### src/design/ckdm_pkg.sv
// Shared widths, types and the mixer round function for the card key derivation block.
package ckdm_pkg;

    localparam int KEY_W    = 32;
    localparam int SERIAL_W = 32;
    localparam int DKEY_W   = 64;

    typedef logic [7:0] byte_t;

    typedef struct packed {
        byte_t n;
        byte_t m;
    } round_out_t;

    // m = ((a ^ b) + p) ^ q, n = (a + b + r) ^ s, all sums modulo 256
    function automatic round_out_t mix_round(byte_t a, byte_t b, byte_t p,
                                             byte_t q, byte_t r, byte_t s);
        round_out_t res;
        byte_t      sum_m;
        byte_t      sum_n;
        sum_m = (a ^ b) + p;
        sum_n = a + b + r;
        res.m = sum_m ^ q;
        res.n = sum_n ^ s;
        return res;
    endfunction

endpackage

### src/design/card_key_derivation_mix_top.sv
// Card key derivation: serial word in, 64-bit derived key out, master key register.
//
// Each accepted serial word produces one 64-bit derived key. A word is taken
// into an input register, both eight-round byte mixers (one on the serial
// bytes, one on their complement) run in the logic between that register and
// the result register, so m_valid rises as the word enters the result register;
// a new word can be accepted every cycle, and throughput is one word per cycle,
// while m_ready stays high. The master key is written through cfg_we/cfg_wdata,
// resets to zero, and must only be changed while no word is in flight.
module card_key_derivation_mix_top (
    input  logic                          aclk,
    input  logic                          aresetn,
    input  logic                          cfg_we,
    input  logic [ckdm_pkg::KEY_W-1:0]    cfg_wdata,
    input  logic                          s_valid,
    output logic                          s_ready,
    input  logic [ckdm_pkg::SERIAL_W-1:0] s_serial_word,
    output logic                          m_valid,
    input  logic                          m_ready,
    output logic [ckdm_pkg::DKEY_W-1:0]   m_derived_key
);

    logic [ckdm_pkg::KEY_W-1:0]    master_key_reg;
    logic                          in_valid_reg;
    logic [ckdm_pkg::SERIAL_W-1:0] in_word_reg;
    logic                          out_valid_reg;
    logic [ckdm_pkg::DKEY_W-1:0]   out_key_reg;

    logic                          out_load;
    logic [ckdm_pkg::SERIAL_W-1:0] mix_low;
    logic [ckdm_pkg::SERIAL_W-1:0] mix_high;

    // result register can take a word when empty or being drained
    assign out_load = !out_valid_reg || m_ready;
    assign s_ready  = !in_valid_reg || out_load;

    ckdm_mixer u_mix_text (
        .key      (master_key_reg),
        .data_in  (in_word_reg),
        .data_out (mix_low)
    );

    ckdm_mixer u_mix_compl (
        .key      (master_key_reg),
        .data_in  (~in_word_reg),
        .data_out (mix_high)
    );

    always_ff @(posedge aclk) begin
        if (!aresetn) begin
            master_key_reg <= '0;
            in_valid_reg   <= 1'b0;
            out_valid_reg  <= 1'b0;
        end else begin
            if (cfg_we) begin
                master_key_reg <= cfg_wdata;
            end
            if (s_ready) begin
                in_valid_reg <= s_valid;
            end
            if (out_load) begin
                out_valid_reg <= in_valid_reg;
            end
        end
    end

    always_ff @(posedge aclk) begin
        if (s_ready && s_valid) begin
            in_word_reg <= s_serial_word;
        end
        if (out_load && in_valid_reg) begin
            out_key_reg <= {mix_high, mix_low};
        end
    end

    assign m_valid       = out_valid_reg;
    assign m_derived_key = out_key_reg;

endmodule

### src/design/ckdm_mixer.sv
// Eight-round byte mixer: four data bytes mixed under four key bytes.
module ckdm_mixer (
    input  logic [ckdm_pkg::KEY_W-1:0]    key,
    input  logic [ckdm_pkg::SERIAL_W-1:0] data_in,
    output logic [ckdm_pkg::SERIAL_W-1:0] data_out
);

    always_comb begin
        ckdm_pkg::byte_t      x0, x1, x2, x3;
        ckdm_pkg::byte_t      y0, y1, y2, y3;
        ckdm_pkg::round_out_t t;

        x0 = key[7:0];
        x1 = key[15:8];
        x2 = key[23:16];
        x3 = key[31:24];
        y0 = data_in[7:0];
        y1 = data_in[15:8];
        y2 = data_in[23:16];
        y3 = data_in[31:24];

        // pairing and write-back order are part of the scheme
        t = ckdm_pkg::mix_round(x0, x1, y2, y0, y3, y1); y0 = t.m; y1 = t.n;
        t = ckdm_pkg::mix_round(x1, x2, y0, y2, y1, y3); y2 = t.m; y3 = t.n;
        t = ckdm_pkg::mix_round(x2, x3, y1, y3, y0, y2); y2 = t.m; y3 = t.n;
        t = ckdm_pkg::mix_round(x0, x3, y2, y1, y3, y0); y0 = t.m; y1 = t.n;
        t = ckdm_pkg::mix_round(x0, x3, y3, y1, y2, y0); y0 = t.m; y1 = t.n;
        t = ckdm_pkg::mix_round(x2, x3, y0, y3, y1, y2); y2 = t.m; y3 = t.n;
        t = ckdm_pkg::mix_round(x1, x2, y1, y3, y0, y2); y2 = t.m; y3 = t.n;
        t = ckdm_pkg::mix_round(x0, x1, y2, y1, y3, y0); y0 = t.m; y1 = t.n;

        data_out = {y3, y2, y1, y0};
    end

endmodule

### config.mk
export PLATFORM = sky130hd
export DESIGN_NAME = card_key_derivation_mix_top
export DESIGN_NICKNAME = d
export VERILOG_FILES = /design/src/design/ckdm_pkg.sv /design/src/design/card_key_derivation_mix_top.sv /design/src/design/ckdm_mixer.sv
export SDC_FILE = /design/constraint.sdc
export NUM_CORES = 1
export LEC_CHECK = 0
export BUFFER_PORTS_ARGS = -buffer_cell sky130_fd_sc_hd__buf_2
export CORE_UTILIZATION = 40
export DETAILED_ROUTE_END_ITERATION = 6
export MAX_ROUTING_LAYER = met4
export PLACE_DENSITY = 0.6
export SETUP_SLACK_MARGIN = 0.15
export SLEW_MARGIN = 30
export SYNTH_ARGS = -nofsm -noshare
export SYNTH_HDL_FRONTEND = slang
export SYNTH_SLANG_ARGS = --single-unit
### constraint.sdc
create_clock -name aclk -period 7.3 [get_ports aclk]
set_input_delay 1.095 -clock aclk [delete_from_list [all_inputs] [get_ports aclk]]
set_output_delay 1.095 -clock aclk [all_outputs]
set_load 0.05 [all_outputs]
# Word level (Yosys, flattened, before mapping)
# Cells that the tools add are included.
[classes]
add_sub_neg = 36
n_reduce_logical = 6
bitwise_logic = 37
[ops]
columns = ["op", "count"]
rows = [
  ["8-bit adder", 36],
  ["8-bit bitwise XOR", 36],
  ["32-bit inverter", 1],
  ["1-bit logical AND", 2],
  ["1-bit logical NOT", 2],
  ["1-bit logical OR", 2],
]
[word_totals]
output_inout_bits = 66
input_bits = 69
regBits = 130

# Logic depth before layout (Yosys ltp)
# Gate-level depths: netlist (run 1).
[depth]
depth_word = 14
depth_mapped = 33
depth_no_buf = 33

# Cells and area by module
# From an unflattened synthesis (run 1), not the netlist that was laid out.
[unflattened]
hier_cells = 1657
hier_area_um2 = 16564.6
[by_module_without_submodules]
columns = ["module", "seq_area_each_um2", "area_each_um2", "n_inst", "cells_per_inst"]
rows = [
  ["ckdm_mixer at u_mix_text", 0.0, 6118.4, 1, 712],
  ["ckdm_mixer at u_mix_compl", 0.0, 6115.9, 1, 705],
  ["card_key_derivation_mix_top", 3563.4, 4330.4, 1, 240],
]

# Worst setup path after synthesis (run 1)
# OpenSTA, ideal clock, no wires.
[synth_timing]
path_type = "register -> register"
from = "reg master_key_reg[0] (netlist name)"
to = "reg out_key_reg (netlist bit m_derived_key[39]), data pin"
arrival_ps = 7560
setup_time_ps = 258
n_path_buf = 0
required_time_ps = 7042
path_stages_with_launch = 28
setup_slack_ps = -518
path_cell_list = "dfxtp_1 ha_1 fa_1 inv_1 fa_1 xor2_1 fa_1 xor2_1 xnor2_1 inv_1 fa_1 xor2_1 xnor2_1 inv_1 fa_1 a21o_1 a21o_1 a21o_1 a21oi_1 xnor3_1 xnor2_1 ha_1 or4_1 o22ai_1 xor2_1 xnor2_1 xnor3_1 xnor2_1"
[synth_between]
elab_chain_cells = 14
elab_cells_between_ends = 20
cone_classes = "add/sub (10); bitwise (10)"
[synth_rtl]
columns = ["item", "line_no", "text"]
rows = [
  ["start, declared", "card_key_derivation_mix_top.sv:23", "logic [ckdm_pkg::KEY_W-1:0] master_key_reg;"],
  ["start signal, assigned", "card_key_derivation_mix_top.sv:56", "master_key_reg <= cfg_wdata;"],
  ["8-bit adder (2 in a row)", "ckdm_pkg.sv:22", "sum_n = a + b + r;"],
  ["8-bit bitwise XOR", "ckdm_pkg.sv:24", "res.n = sum_n ^ s;"],
  ["8-bit adder", "ckdm_pkg.sv:22", ""],
  ["8-bit bitwise XOR", "ckdm_pkg.sv:24", ""],
  ["8-bit bitwise XOR", "ckdm_pkg.sv:23", "res.m = sum_m ^ q;"],
  ["8-bit adder", "ckdm_pkg.sv:21", "sum_m = (a ^ b) + p;"],
  ["8-bit bitwise XOR", "ckdm_pkg.sv:23", ""],
  ["8-bit bitwise XOR", "ckdm_pkg.sv:24", ""],
  ["8-bit adder", "ckdm_pkg.sv:22", ""],
  ["8-bit bitwise XOR", "ckdm_pkg.sv:24", ""],
  ["8-bit bitwise XOR (*)", "ckdm_pkg.sv:23", ""],
  ["named net mix_high, one bit", "card_key_derivation_mix_top.sv:31", "logic [ckdm_pkg::SERIAL_W-1:0] mix_high;"],
  ["8-bit adder (*)", "ckdm_pkg.sv:21", ""],
  ["8-bit bitwise XOR (*)", "ckdm_pkg.sv:23", ""],
  ["named net mix_high, one bit", "card_key_derivation_mix_top.sv:31", ""],
  ["end signal, assigned", "card_key_derivation_mix_top.sv:72", "out_key_reg <= {mix_high, mix_low};"],
  ["end, declared", "card_key_derivation_mix_top.sv:27", "logic [ckdm_pkg::DKEY_W-1:0] out_key_reg;"],
]
# Mark *: on every way through the listed nets, which the timed path passes. The rest lies on a longest branch.
# A chain may end at the register's enable or synchronous reset.

# Final worst setup path (run 1)
# Ends and elaborated chain as after synthesis.

==> results of run 1 <==
[worst max path at each step]
stage | slack, ns | to
detailed placement | -0.31 | m_derived_key[7]
finish | -0.13 | m_derived_key[39]
CTS | -0.02 | m_derived_key[39]
global route | -0.43 | m_derived_key[7]
floorplan | 0.15 | m_derived_key[39]
global placement | -0.23 | m_derived_key[7]
[kinds of logic after synthesis]
| logic type | after synthesis | share of synthesized area (%) |
|---|---|---|
| and+or+nand+nor | 202 | 6.78 |
| DFF | 126 | 22.9 |
| buffers and inverters | 91 | 2.25 |
| adders and majority gates | 276 | 24.5 |
| xor gates and xnor gates | 397 | 25.8 |
| muxes | 28 | 1.84 |
| AOI/OAI and AO/OA | 386 | 16.0 |
[layout make-up]
type | count | area [µm²]
clock buffer | 21 | 514
sequential | 126 | 3490
tap | 511 | 639
fill | 3205 | 15500
timing repair buffer | 610 | 4310
inverter | 81 | 304
multi-input combinational | 1289 | 12700
clock inverter | 11 | 88.8
[critical path, delay by kind of cell (launching register included)]
| family | cells | cell delay, ns |
|---|---|---|
| adder cells (fa/ha/maj) | 7 | 2.33 |
| AND/OR/NAND/NOR | 2 | 0.55 |
| XOR/XNOR | 12 | 2.68 |
| AO/OA/AOI/OAI | 5 | 0.96 |
| flip-flops | 1 | 0.33 |
| buffers and inverters | 3 | 0.33 |
[routing by layer]
metal | vias up | track usage, %
li1 | 6637 | -
met1 | 6374 | 39.0
met2 | 339 | 40.0
met3 | 55 | 4.14
met4 | 0 | 8.30
met5 | - | -
[placed cells by master, fill, tap and decap left out, types with 55 or more instances in the layout]
cell,count
xnor2_2,55
buf_4,464
a21o_1,75
xor2_1,59
edfxtp_1,96
nor2_1,66
o21ai_0,59
ha_1,203
inv_1,78
a21oi_1,91
xnor2_1,235
buf_2,130
[through the flow]
stage,utilization (%),cell area (µm²),hold WS (ns),worst slack (ns)
6_report,58.6,22000,0.536,-0.132
5_1_grt,58.6,22000,0.561,-0.429
4_1_cts,56.8,21300,0.536,-0.0249
3_5_place_dp,52.3,19600,0.530,-0.306
3_3_place_gp,52.3,19600,0.501,-0.229
2_1_floorplan,-,15400,0.477,0.151
[what timing repair did]
action | in CTS | in global routing
endpoints found under the setup margin | 5 | 10
buffers inserted | 50 | 31
endpoints found under the hold margin | 0 | 0
pin swaps | 80 | 72
gates resized for setup | 119 | 72
==> metrics.md, run 1 <==
| Metric | Value |
|---|---|
| Layout overhead on the synthesized area | 44.9% |
| RSZ-0062 raised after global routing | yes |
| Final wirelength | ~52,000 µm |
| Failing checks | setup timing |
| Worst path max stage delay | approximately 0.58 ns |
| CP startpoint kind | register |
| Setup ws final | -0.132 ns |
| Yosys top cell area share | 19.7% |
| H-Tree Depth | 4 |
| CTS tree | built |
| Hold Buf Count CTS | 0 |
| Critical path type | reg2reg |
| Setup Viol. Count Final | 3 |
| WL/cell | slightly below 20 µm |
| First-pass GRT wire length | 76,300 µm |
| Post-DP HPWL | 40,900 µm |
| Final worst path period share | 102% |
| Yosys warning count | 0 |
| DRT antenna net count | 0 |
| Setup TNS | -0.163 ns |
| Worst min path class | reg2reg |
| Port Buffers | between 100 and 150 |
| Relative slew margins | a little under two fifths |
| Via density | a little over 5 |
| Skew final | 0.0160 ns |
| Netlist Area Pre-Place | 15,200 µm² |
| Routed via count | between 10,000 and 15,000 |
| Total GRT Usage | between 20% and 30% |
| Hold depth | 1 |
| Initial antenna violation count | 0 |
| Req. time, crit path | between 7 and 8 ns |
| CP max FO | 4 |
| Crit end category | register |
| Met2 WL | 22,100 µm |
| Hold Vio Cnt, Final | 0 |
| Status | complete, but fails checks |
| Initial DRC Count | around 900 |
| Synth area leader | ha_1 |
| Minimum clock period | 7.43 ns |
| Highest Signal Layer | met4 |
| Post-synth EDFFs | 96 |
| Worst-Skew Late Latency | between 0.4 and 0.5 ns |
| FFs w/ async S/R, synth | 0% |
| Nets | between 2,000 and 2,500 |
| Arr. time, crit path | between 7 and 8 ns |
| Crit-path most repeated cell | xnor2_2 |
| Post-Synthesis Cells | 1,506 |
| Most common cell in the netlist | xnor2_1 |
| Core area | between 30,000 and 40,000 µm² |
| GRT overflow | 0 |
| Post-synth top flop | edfxtp_1 |
| Reg2reg path depth | 29 |
| Die height | approximately 200 µm |
| Metal3 WL | ~2900 µm |
| Vias in the first global route | roughly 13,000 |
| Reg clk slew, reported paths | roughly 0.06 ns |
| CP Launch Point | master_key_reg[0] |
| DRC Markers | 0 |
| Sequential cell area fraction in the yosys report | roughly 23% |
| Pre-antenna DRT Iters | 5 |
| Synthesized net count | about 1,900 |
| Slew @ Worst Pin | between 0.9 and 1 ns |
| Synth area leaders | ha_1 (20%), edfxtp_1 (19%), xnor2_1 (17%), fa_1 (4.7%), xor2_1 (4.2%) |
| Worst R2R Setup Slack | -0.13 ns |
| CP max-delay cell | fa_2 |
| Layout Cells excl Fill | around 2,600 |
| Sink Count | 126 |
| Syn avg cell area | 10.1 µm² |
| Pin count of the biggest net entering global routing | 65 |
| FF+latch count, synth | about 130 |
| Die width | about 200 µm |
| Maximum clock rate | between 100 and 150 MHz |
| Max clock buf depth | 2 |
| Hold Startpoint | in_valid_reg |
| Num CTS Buffers | 17 |
| Root Buffer | clkbuf_16 |
| Unique masters post-synth | 44 |
| Reg2reg end | m_derived_key[39] |
| Starting Density | between 40% and 50% |
| # rows | 71 |
| Die area | just under 40,000 µm² |
| MaxCap Viol Count | 0 |
| Post-synth top cells | xnor2_1 (292), ha_1 (240), a21oi_1 (122) |
| Ports | 135 |
| WL met1 | 25,400 µm |
| Hold worst-path end | m_valid |
| Final GP Congestion | around 0.97 |
| Layout cell share with drive strength beyond 1 | roughly two fifths |
| Final max-slew violation count | 0 |
| Diodes inserted | 0 |
| Dpl cells | between 2,000 and 3,000 |
| R2r startpoint | master_key_reg[0] |
| Largest register FFs | 64 |
Power of run 1 is left out: the tool's default activity adds up to more than one toggle a clock period on the data nets, which glitch-free logic cannot reach.
==> inputs of run 2 (changes only) <==
Settings changed: CORE_MARGIN from default to 2.
==> metrics.md, run 2 (synthesis results as in run 1) <==
| Metric | Value |
|---|---|
| Arr. time, crit path | 7.77 ns (was 7.65 ns) |
| Metal3 WL | 3180 µm (was 2860 µm) |
| CP startpoint kind | register (unchanged) |
| Routed via count | 13,500 (was 13,400) |
| Worst R2R Setup Slack | -0.25 ns (was -0.13 ns) |
| Initial DRC Count | 1,158 (was 908) |
| Final max-slew violation count | 0 (unchanged) |
| Crit end category | register (unchanged) |
| First-pass GRT wire length | 76,500 µm (was 76,300 µm) |
| Minimum clock period | 7.55 ns (was 7.43 ns) |
| Highest Signal Layer | met4 (unchanged) |
| Met2 WL | 22,300 µm (was 22,100 µm) |
| Ports | 135 (unchanged) |
| Filler cells | 3,216 (was 3,205) |
| Num CTS Buffers | 17 (unchanged) |
| Final worst path period share | 103% (was 102%) |
| Vias in the first global route | 13,200 (about the same) |
| CP max FO | 5 (was 4) |
| Die height | 199 µm (was 197 µm) |
| Status | complete, but fails checks (unchanged) |
| Hold Buf Count CTS | 0 (unchanged) |
| Total GRT Usage | 27.3% (was 27.5%) |
| DRC Markers | 0 (unchanged) |
| Worst path max stage delay | 0.57 ns (was 0.58 ns) |
| Nets | 2,459 (was 2,470) |
| Reg clk slew, reported paths | 0.07 ns (was 0.06 ns) |
| WL/cell | 19.7 µm (was 19.4 µm) |
| # rows | 71 (unchanged) |
| Dpl cells | 2,525 (was 2,536) |
| Commonest non-fill, non-tap cell in the layout | buf_4 (unchanged) |
| CTS tree | built (unchanged) |
| GRT overflow | 0 (unchanged) |
| Failing checks | setup timing (unchanged) |
| Hold Vio Cnt, Final | 0 (unchanged) |
| Diodes inserted | 0 (unchanged) |
| DRT antenna net count | 0 (unchanged) |
| CP max-delay cell | fa_2 (unchanged) |
| Layout overhead on the synthesized area | 44.6% (was 44.9%) |
| Post-DP HPWL | 41,000 µm (was 40,900 µm) |
| Via density | 5.11 (was 5.06) |
| RSZ-0062 raised after global routing | yes (unchanged) |
| Port Buffers | 130 (unchanged) |
| Setup Viol. Count Final | 4 (was 3) |
| Pre-antenna DRT Iters | 5 (unchanged) |
| Worst min path class | reg2reg (unchanged) |
| Starting Density | 40.5% (unchanged) |
| WL met1 | 25,300 µm (was 25,400 µm) |
| Die area | 39,600 µm² (was 38,800 µm²) |
| Pre-CTS setup slack | -0.415 ns (was -0.306 ns) |
| Largest register FFs | 64 (unchanged) |
| Layout Cells excl Fill | 2,638 (was 2,649) |
| Sink Count | 126 (unchanged) |
| Die width | 199 µm (was 197 µm) |
| Pin count of the biggest net entering global routing | 65 (unchanged) |
| Commonest non-fill, non-tap cells in the layout | buf_4 (452), xnor2_1 (240), ha_1 (200) (was buf_4 (464), xnor2_1 (235), ha_1 (203)) |
| Final wirelength | 52,000 µm (was 51,500 µm) |
| Final hold slack | 0.538 ns (was 0.536 ns) |
| Max clock buf depth | 2 (unchanged) |
| Final GP Congestion | 0.954 (was 0.968) |
| Slew @ Worst Pin | 0.977 ns (was 0.949 ns) |
| Initial antenna violation count | 0 (unchanged) |
| H-Tree Depth | 4 (unchanged) |
| Layout cell share with drive strength beyond 1 | 39.0% (was 39.2%) |
| MaxCap Viol Count | 0 (unchanged) |
| Core area | 37,600 µm² (unchanged) |
| Critical path type | reg2reg (unchanged) |
| Req. time, crit path | 7.52 ns (about the same) |
| Worst-Skew Late Latency | 0.48 ns (was 0.47 ns) |
| Maximum clock rate | 132 MHz (was 135 MHz) |
| Relative slew margins | 34.4% (was 36.7%) |
| Root Buffer | clkbuf_16 (unchanged) |
| Skew final | 0.0148 ns (was 0.0160 ns) |
| Setup ws final | -0.251 ns (was -0.132 ns) |
-- run 2: cell count changes in the layout (fill, tap and decap cells not counted), sizes merged --
| cell | delta |
|---|---|
| clkinv | +1 |
| bufinv | +1 |
| buf | -11 |
| inv | -6 |
| clkbuf | +4 |
-- run 2: area by class of cell --
class	instances	area [µm²]	share of cell area (%)
Clock inverter	7	68.8	0.313
Inverter	81	304	1.38
Tap cell	511	639	2.91
Sequential cell	126	3490	15.9
Clock buffer	25	551	2.50
Multi-Input combinational cell	1289	12700	57.8
Timing Repair Buffer	599	4240	19.3
-- run 2: what timing repair did --
| action | CTS | global route |
|---|---|---|
| buffers inserted | 56 | 25 |
| hold endpoints to repair | 0 | 0 |
| setup endpoints to repair | 6 | 11 |
| pin swaps | 97 | 45 |
| cloned | 0 | 0 |
| gates resized for setup | 120 | 75 |
-- run 2: path summary, 6_finish.rpt --
check	to	depth (start not counted)	from
worst max-delay path	m_derived_key[39]	29	master_key_reg[8]
worst min-delay path	m_valid	1	in_valid_reg
worst max register to register	m_derived_key[39]	29	master_key_reg[8]
worst min register to register	m_valid	1	in_valid_reg
-- run 2: stage by stage --
stage / area [µm²] / TNS, ns / utilization (%)
finish: 22000 / -0.352 / 58.5
global route: 22000 / -1.55 / 58.5
CTS: 21300 / -0.0574 / 56.7
detailed placement: 19600 / -1.33 / 52.0
global placement: 19600 / -0.829 / 52.0
floorplan: 15400 / 0 / -
-- run 2: worst max-delay path, delay by kind of cell, from the launching register on --
| family | cells | cell delay, ns |
|---|---|---|
| DFF | 1 | 0.33 |
| adders and majority gates | 7 | 2.51 |
| buffers and inverters | 3 | 0.37 |
| and+or+nand+nor | 1 | 0.44 |
| xor gates and xnor gates | 13 | 2.74 |
| AOI/OAI and AO/OA | 5 | 0.90 |
-- run 2: layer usage --
metal | vias up | track usage [%]
met5 | - | -
met4 | 0 | 7.99
met3 | 48 | 4.04
met2 | 407 | 39.9
met1 | 6395 | 38.9
li1 | 6617 | -
Power of run 2 is left out for the same reason.
==> inputs of run 3 (changes only) <==
Settings changed: CELL_PAD_IN_SITES_DETAIL_PLACEMENT from default to 1, CELL_PAD_IN_SITES_GLOBAL_PLACEMENT from default to 1, PLACE_DENSITY 0.6 to 0.71.
Clock period 7.3 ns to 7.66 ns, I/O delays scaled along.
==> metrics.md, run 3 (synthesis results as in run 1) <==
| Metric | Value |
|---|---|
| Setup TNS | -0.274 ns (was -0.352 ns) |
| Pin count of the biggest net entering global routing | 65 (unchanged) |
| First-pass GRT wire length | 85,100 µm (was 76,500 µm) |
| Finished Cell Area | 21,600 µm² (was 22,000 µm²) |
| Pre-antenna DRT Iters | 5 (unchanged) |
| Largest register FFs | 64 (unchanged) |
| Setup ws final | -0.274 ns (was -0.251 ns) |
| Layout cell share with drive strength beyond 1 | 37.8% (was 39.0%) |
| CP bufs+invs | 3 (unchanged) |
| Req. time, crit path | 7.90 ns (was 7.52 ns) |
| Worst min path class | reg2reg (unchanged) |
| CTS tree | built (unchanged) |
| CP max-delay cell | or4_4 (was fa_2) |
| CP startpoint kind | register (unchanged) |
| Status | complete, but fails checks (unchanged) |
| Reg clk slew, reported paths | 0.07 ns (about the same) |
| Worst path max stage delay | 0.54 ns (was 0.57 ns) |
| Arr. time, crit path | 8.18 ns (was 7.77 ns) |
| Crit-path most repeated cell | xnor2_2 |
| Finished Core Util | 57.4% (was 58.5%) |
| Sequential Area | 3500 µm² (was 3490 µm²) |
| Final max-slew violation count | 0 (unchanged) |
| Num CTS Buffers | 17 (unchanged) |
| Worst-Skew Late Latency | 0.49 ns (was 0.48 ns) |
| Slew @ Worst Pin | 0.958 ns (was 0.977 ns) |
| H-Tree Depth | 4 (unchanged) |
| Post-DP HPWL | 45,000 µm (was 41,000 µm) |
| Skew final | 0.0197 ns (was 0.0148 ns) |
| Setup Viol. Count Final | 1 (was 4) |
| Initial antenna violation count | 0 (unchanged) |
| Via density | 5.49 (was 5.11) |
| Starting Density | 40.5% (unchanged) |
| Sink Count | 126 (unchanged) |
| Final wirelength | 60,900 µm (was 52,000 µm) |
| Crit end category | register (unchanged) |
| Pre-CTS setup slack | -0.456 ns (was -0.415 ns) |
| GRT overflow | 0 (unchanged) |
| Commonest non-fill, non-tap cell in the layout | buf_4 (unchanged) |
| RSZ-0062 raised after global routing | yes (unchanged) |
| MaxCap Viol Count | 0 (unchanged) |
| Initial DRC Count | 901 (was 1,158) |
| Die width | 199 µm (unchanged) |
| Relative slew margins | 36.1% (was 34.4%) |
| DRT antenna net count | 0 (unchanged) |
| CP max FO | 4 (was 5) |
| Die area | 39,600 µm² (unchanged) |
| Nets | 2,376 (was 2,459) |
| Die height | 199 µm (unchanged) |
| Final GP Congestion | 0.977 (was 0.954) |
| Filler cells | 4,115 (was 3,216) |
| Max clock buf depth | 2 (unchanged) |
| # rows | 71 (unchanged) |
| Critical path type | reg2reg (unchanged) |
| Root Buffer | clkbuf_16 (unchanged) |
| Port Buffers | 130 (unchanged) |
| Maximum clock rate | 126 MHz (was 132 MHz) |
| Delay-heaviest family, CP | XOR/XNOR gates (unchanged) |
| Failing checks | setup timing (unchanged) |
| Multi-input gate area in the final layout | 12,900 µm² (was 12,700 µm²) |
| WL/cell | 23.8 µm (was 19.7 µm) |
| DRC Markers | 0 (unchanged) |
| Final worst path period share | 104% (was 103%) |
| Vias in the first global route | 14,200 (was 13,200) |
| Hold Vio Cnt, Final | 0 (unchanged) |
| Total GRT Usage | 30.3% (was 27.3%) |
| Routed via count | 14,000 (was 13,500) |
| Commonest non-fill, non-tap cells in the layout | buf_4 (379), xnor2_1 (223), ha_1 (195) (was buf_4 (452), xnor2_1 (240), ha_1 (200)) |
| Placed Area | 18,800 µm² (was 19,600 µm²) |
| Hold Buf Count CTS | 0 (unchanged) |
| Ports | 135 (unchanged) |
| Minimum clock period | 7.93 ns (was 7.55 ns) |
| Layout overhead on the synthesized area | 41.8% (was 44.6%) |
| Core area | 37,600 µm² (unchanged) |
-- run 3: changes by cell type in the layout (fill, tap and decap cells not counted), moves of 5 or more --
cell	previous run	this run
xnor2_1	240	223
a21oi_2	33	26
xnor2_2	50	65
ha_4	32	38
ha_1	200	195
fa_2	15	10
a21oi_1	85	92
buf_4	452	379
fa_1	21	26
o21ai_0	58	51
buf_6	17	7
-- run 3: final cells by class --
class | count | area share [%]
flip-flops and latches | 126 | 16.2
repair buffers | 516 | 16.6
clock inverters | 14 | 0.778
inverters | 81 | 1.42
well taps | 511 | 2.97
diodes | 1 | 0.0116
multi-input cells | 1289 | 60.0
clock buffers | 18 | 1.99
-- run 3: per-stage QoR --
stage	hold WS, ns	std cells
2_1_floorplan	0.477	1506
3_3_place_gp	0.504	2446
3_5_place_dp	0.525	2446
4_1_cts	0.539	2514
5_1_grt	0.582	2555
6_report	0.542	2556
-- run 3: routing by layer --
metal	share of wire, %	up-vias	track usage [%]
met4	3.6	0	11.0
met2	45	528	45.5
met3	6.0	115	4.70
met5	0	-	-
met1	45	6941	41.2
li1	-	6454	-
-- run 3: path summary, 6_finish.rpt --
path,from,depth (start not counted),to,slack [ns]
worst max-delay path,master_key_reg[0],30,m_derived_key[39],-0.27
worst min-delay path,in_valid_reg,1,m_valid,0.54
worst max register to register,master_key_reg[0],30,m_derived_key[39],-0.27
worst min register to register,in_valid_reg,1,m_valid,0.54
-- run 3: worst register-to-register path, delay by kind of cell, from the launching register on --
| family | cells | cell delay (ns) |
|---|---|---|
| AO/OA/AOI/OAI | 5 | 1.01 |
| XOR/XNOR | 14 | 3.25 |
| adder cells (fa/ha/maj) | 7 | 2.02 |
| buffers and inverters | 3 | 0.52 |
| flip-flops | 1 | 0.34 |
| AND/OR/NAND/NOR | 1 | 0.54 |
-- run 3: repair_timing --
item	4_1_cts	5_1_grt
setup buffers	36	41
resized for setup	110	149
endpoints found under the setup margin	5	7
pin swaps	82	120
Power of run 3 is left out for the same reason.
